===== src/rtl/lbrw_pkg.sv =====
`default_nettype none

package lbrw_pkg;

    localparam int MAX_COUNT = 4096;
    localparam int IDX_W     = $clog2(MAX_COUNT);
    localparam int CNT_W     = IDX_W + 1;
    localparam int SAMPLE_W  = 16;
    localparam int LIMIT_W   = 16;
    localparam int ALU_W     = 18;
    localparam int DATA_W    = 32;
    localparam int ADDR_W    = 3;

    // Register select taken from paddr[2]
    localparam logic REG_LIMIT = 1'b0;

    typedef struct packed {
        logic [IDX_W-1:0]           idx;
        logic signed [SAMPLE_W-1:0] val;
    } entry_t;

    typedef struct packed {
        logic clear;
        logic rd_tail;
        logic rd_head;
        logic pop_tail;
        logic pop_head;
        logic push;
    } deq_cmd_t;

    function automatic logic signed [ALU_W-1:0] sext_alu(input logic [SAMPLE_W-1:0] x);
        sext_alu = {{(ALU_W-SAMPLE_W){x[SAMPLE_W-1]}}, x};
    endfunction

    function automatic logic signed [ALU_W-1:0] zext_alu(input logic [CNT_W-1:0] x);
        zext_alu = {{(ALU_W-CNT_W){1'b0}}, x};
    endfunction

endpackage

`default_nettype wire


===== src/rtl/lbrw_alu.sv =====
`default_nettype none

module lbrw_alu
    import lbrw_pkg::*;
(
    input  wire logic signed [ALU_W-1:0] a,
    input  wire logic signed [ALU_W-1:0] b,
    input  wire logic signed [ALU_W-1:0] thr,
    output logic                         gt
);

    logic signed [ALU_W-1:0] diff;

    // Operands never leave the range where a - b fits in ALU_W bits
    assign diff = a - b;
    assign gt   = (diff > thr);

endmodule

`default_nettype wire


===== config.mk =====
export PLATFORM = sky130hd
export DESIGN_NAME = lbrw_alu
export DESIGN_NICKNAME = d
export VERILOG_FILES = /design/src/rtl/lbrw_pkg.sv /design/src/rtl/lbrw_alu.sv
export SDC_FILE = /design/constraint.sdc
export NUM_CORES = 1
export LEC_CHECK = 0
export BUFFER_PORTS_ARGS = -buffer_cell sky130_fd_sc_hd__buf_2
export CORE_AREA = 2 2 57 59
export DETAILED_ROUTE_END_ITERATION = 10
export DIE_AREA = 0 0 59 61
export PLACE_DENSITY = 0.84
export RECOVER_POWER = 25
export SYNTH_ARGS = -nofsm -noshare
export SYNTH_HDL_FRONTEND = slang
export SYNTH_SLANG_ARGS = --single-unit

===== constraint.sdc =====
create_clock -name vclk -period 3.3
set_input_delay 0.165 -clock vclk [all_inputs]
set_output_delay 0.165 -clock vclk [all_outputs]
set_load 0.005 [all_outputs]

==> run_results.csv <==
group,metric,value,unit
outcome,status,"finished clean",
detailed_routing,drt_first_pass_iters,4,
sta,period_needed,3290,ps
yosys,synth_top_cell_area_share,28.8,%
global_routing,antenna_found_initial,0,
cells_and_area,stdcell_count,313,
worst_setup_path,path_max_fanout,3,
yosys,ys_top_cells_by_area,"ha_1 (29%), inv_1 (9.6%), a21oi_1 (4.9%), a21o_1 (3.9%), nor3_1 (3.6%)",
power,power.density,210,nW/um^2
cells_and_area,nClkBuffers,0,
sta,post-route-period-util,99.7,%
worst_setup_path,cpMaxStageDelayCell,"fa_2",
global_routing,grt_overflow_total,0,
global_routing,grt_usage,20.9,%
worst_setup_path,crit_top_cell,"a211oi_2",
detailed_routing,drc_errors,0,
power,ir_drop,0.0953,mV
worst_setup_path,critPathRequiredTime,3130,ps
worst_hold_path,hp-class,"in2out",
yosys,synth.distinct_cells,48,
placed_design,dp_hpwl,3.09,mm
yosys,syn_nets,306,
worst_setup_path,startpoint_type,"primary input",
detailed_routing,top_layer,"met4",
cells_and_area,seq_cell_count,0,
sta,setup_viol,0,
floorplanning,core,2950,um^2
power,p_comb_share,100.0,%
detailed_routing,vias_per_cell,5.56,
detailed_routing,final_antenna_net_count,0,
sta,max-slew-margin-rel,72.8,%
detailed_routing,wl_per_cell,13.1,um
placed_design,dp_cells,307,
global_routing,grt_pass1_vias,1537,
floorplanning,start_util,51.5,%
sta,hold_violations,0,
yosys,synth_common_cells,"inv_1 (39), ha_1 (35), a21oi_1 (15)",
sta,worst_pin_slew,404,ps
floorplanning,fp.dieW,59,um
yosys,synth_top_cell_by_area,"ha_1",
detailed_routing,finalWirelength,4.09,mm
clock_network,cts_hold_buf,0,
global_routing,grt_max_degree,10,
worst_setup_path,path_class,"in2out",
worst_setup_path,path_cells,"buf_6 -> inv_2 -> ha_4 -> fa_2 -> nor2b_2 -> o31a_1 -> a211oi_2 -> a211oi_2 -> xor2_1 -> ha_1 -> and2_4 -> a221o_1 -> a221oi_2 -> o21ai_1 -> and3_1 -> buf_2",
power,clock_power_share,0,%
detailed_routing,vias,1741,
yosys,yosysSeqAreaShare,0,%
floorplanning,die-area,3600,um^2
yosys,syn_area_per_cell,7.04,um^2
cells_and_area,area_delta_synth_final,36.2,%
global_routing,grt_pass1_wl,6.13,mm
power,p_sw_share,50.3,%
yosys,netlist_area,1520,um^2
power,p_leak,1.15,nW
yosys,synth.most_common_cell,"inv_1",
cells_and_area,diodes,0,
placed_design,port_buffers,55,
yosys,syn-instance-count,216,
flow_run,drv_cap,0,
worst_setup_path,max_stage_delay,380,ps
sta,fin_setup_tns,0,ps
floorplanning,dieHeight,61,um
sta,max_freq,304,MHz
floorplanning,io_pins,55,
cells_and_area,nNetsFinal,372,
sta,final_max_slew_viol_count,0,
power,p_int,0.216,mW
sta,rsz0062_at_grt,"true",
worst_setup_path,cp-end-kind,"output pin",
worst_setup_path,cp.arrival,3130,ps
detailed_routing,dr.first_iter.drc_count,56,
power,seq_power_share,0,%
cells_and_area,drive_gt1_share,35.4,%
placed_design,gp_congestion,0.854,
detailed_routing,routedLengthMet1,1.71,mm
detailed_routing,dr_wl_met3,178,um
cells_and_area,seqCellArea,0,um^2
power,netSwitchingPower,0.219,mW
yosys,ys_warn_count,0,
floorplanning,rows,20,
detailed_routing,route.met2.wl,2.17,mm
## metal layers
metal | vias to the layer above | global-route usage [%]
met5 | - | 0
met4 | 0 | 2.60
met3 | 2 | 0.640
met2 | 53 | 41.3
met1 | 774 | 25.7
li1 | 912 | -
## worst paths after layout
kind	startpoint	to	slack, ps	depth (start not counted)
max	a[0]	gt	9	16
min	thr[0]	gt	880	5
## power groups by stage
stage                     sequential (mW)  combinational, mW  clock (mW)
after floorplan                         0              0.258           0
after global placement                  0              0.352           0
after detailed placement                0              0.363           0
after CTS                               0              0.378           0
after global routing                    0              0.483           0
final                                   0              0.436           0
## cell families (layout without fill, tap and decap cells)
| family | count (synthesis) | after routing | synth area share, % |
|---|---|---|---|
| AND/OR/NAND/NOR | 64 | 64 | 24.0 |
| AO/OA/AOI/OAI | 62 | 62 | 28.5 |
| buffers and inverters | 44 | 108 | 11.5 |
| adder cells (fa/ha/maj) | 36 | 36 | 30.1 |
| XOR/XNOR | 9 | 9 | 5.18 |
| multiplexers | 1 | 1 | 0.658 |
## cell usage in the layout (no fill, tap or decap), types with 2 or more instances in the layout
cell type / instances
xnor2_1: 6
o31a_1: 2
a211oi_2: 4
nand2b_1: 3
xor2_1: 3
a221oi_2: 2
a21oi_1: 15
inv_1: 37
nor3_2: 4
a21o_1: 8
o21ai_0: 4
buf_2: 52
nand4_1: 4
o21ai_1: 6
ha_4: 3
ha_1: 32
or4_1: 2
nand2_1: 8
nor3_1: 7
and3_1: 2
or2_2: 2
buf_4: 14
nor2b_1: 4
nor4_2: 2
nand3_1: 4
buf_6: 3
o211a_1: 2
o21a_1: 5
nor2_1: 10
## per-stage QoR
stage,util (%),setup WS [ps],power (mW),cell area (um^2),hold WS (ps)
2_1_floorplan,-,296,0.258,1520,655
3_3_place_gp,63.3,-3.68,0.352,1870,872
3_5_place_dp,63.3,-68.5,0.363,1870,881
4_1_cts,64.6,36.3,0.378,1910,881
5_1_grt,70.2,-121,0.483,2070,907
6_report,70.2,9.07,0.436,2070,881
## area by class of cell
class | count | area (um^2)
fillers | 271 | 881
inverters | 39 | 149
well taps | 33 | 41.3
repair buffers | 69 | 399
multi-input cells | 172 | 1480
## critical path: cells and delay by family
family	cells	cell delay (ps)
buffers and inverters	3	220
AO/OA/AOI/OAI	6	1280
adder cells (fa/ha/maj)	3	790
XOR/XNOR	1	210
AND/OR/NAND/NOR	3	450
## what timing repair did
| action | in CTS | in global routing |
|---|---|---|
| buffers inserted | 1 | 5 |
| pin swaps | 2 | 25 |
| setup endpoints to repair | 1 | 1 |
| hold endpoints to repair | 0 | 0 |
| resized for setup | 6 | 30 |
(Power assumes the default switching activity.)
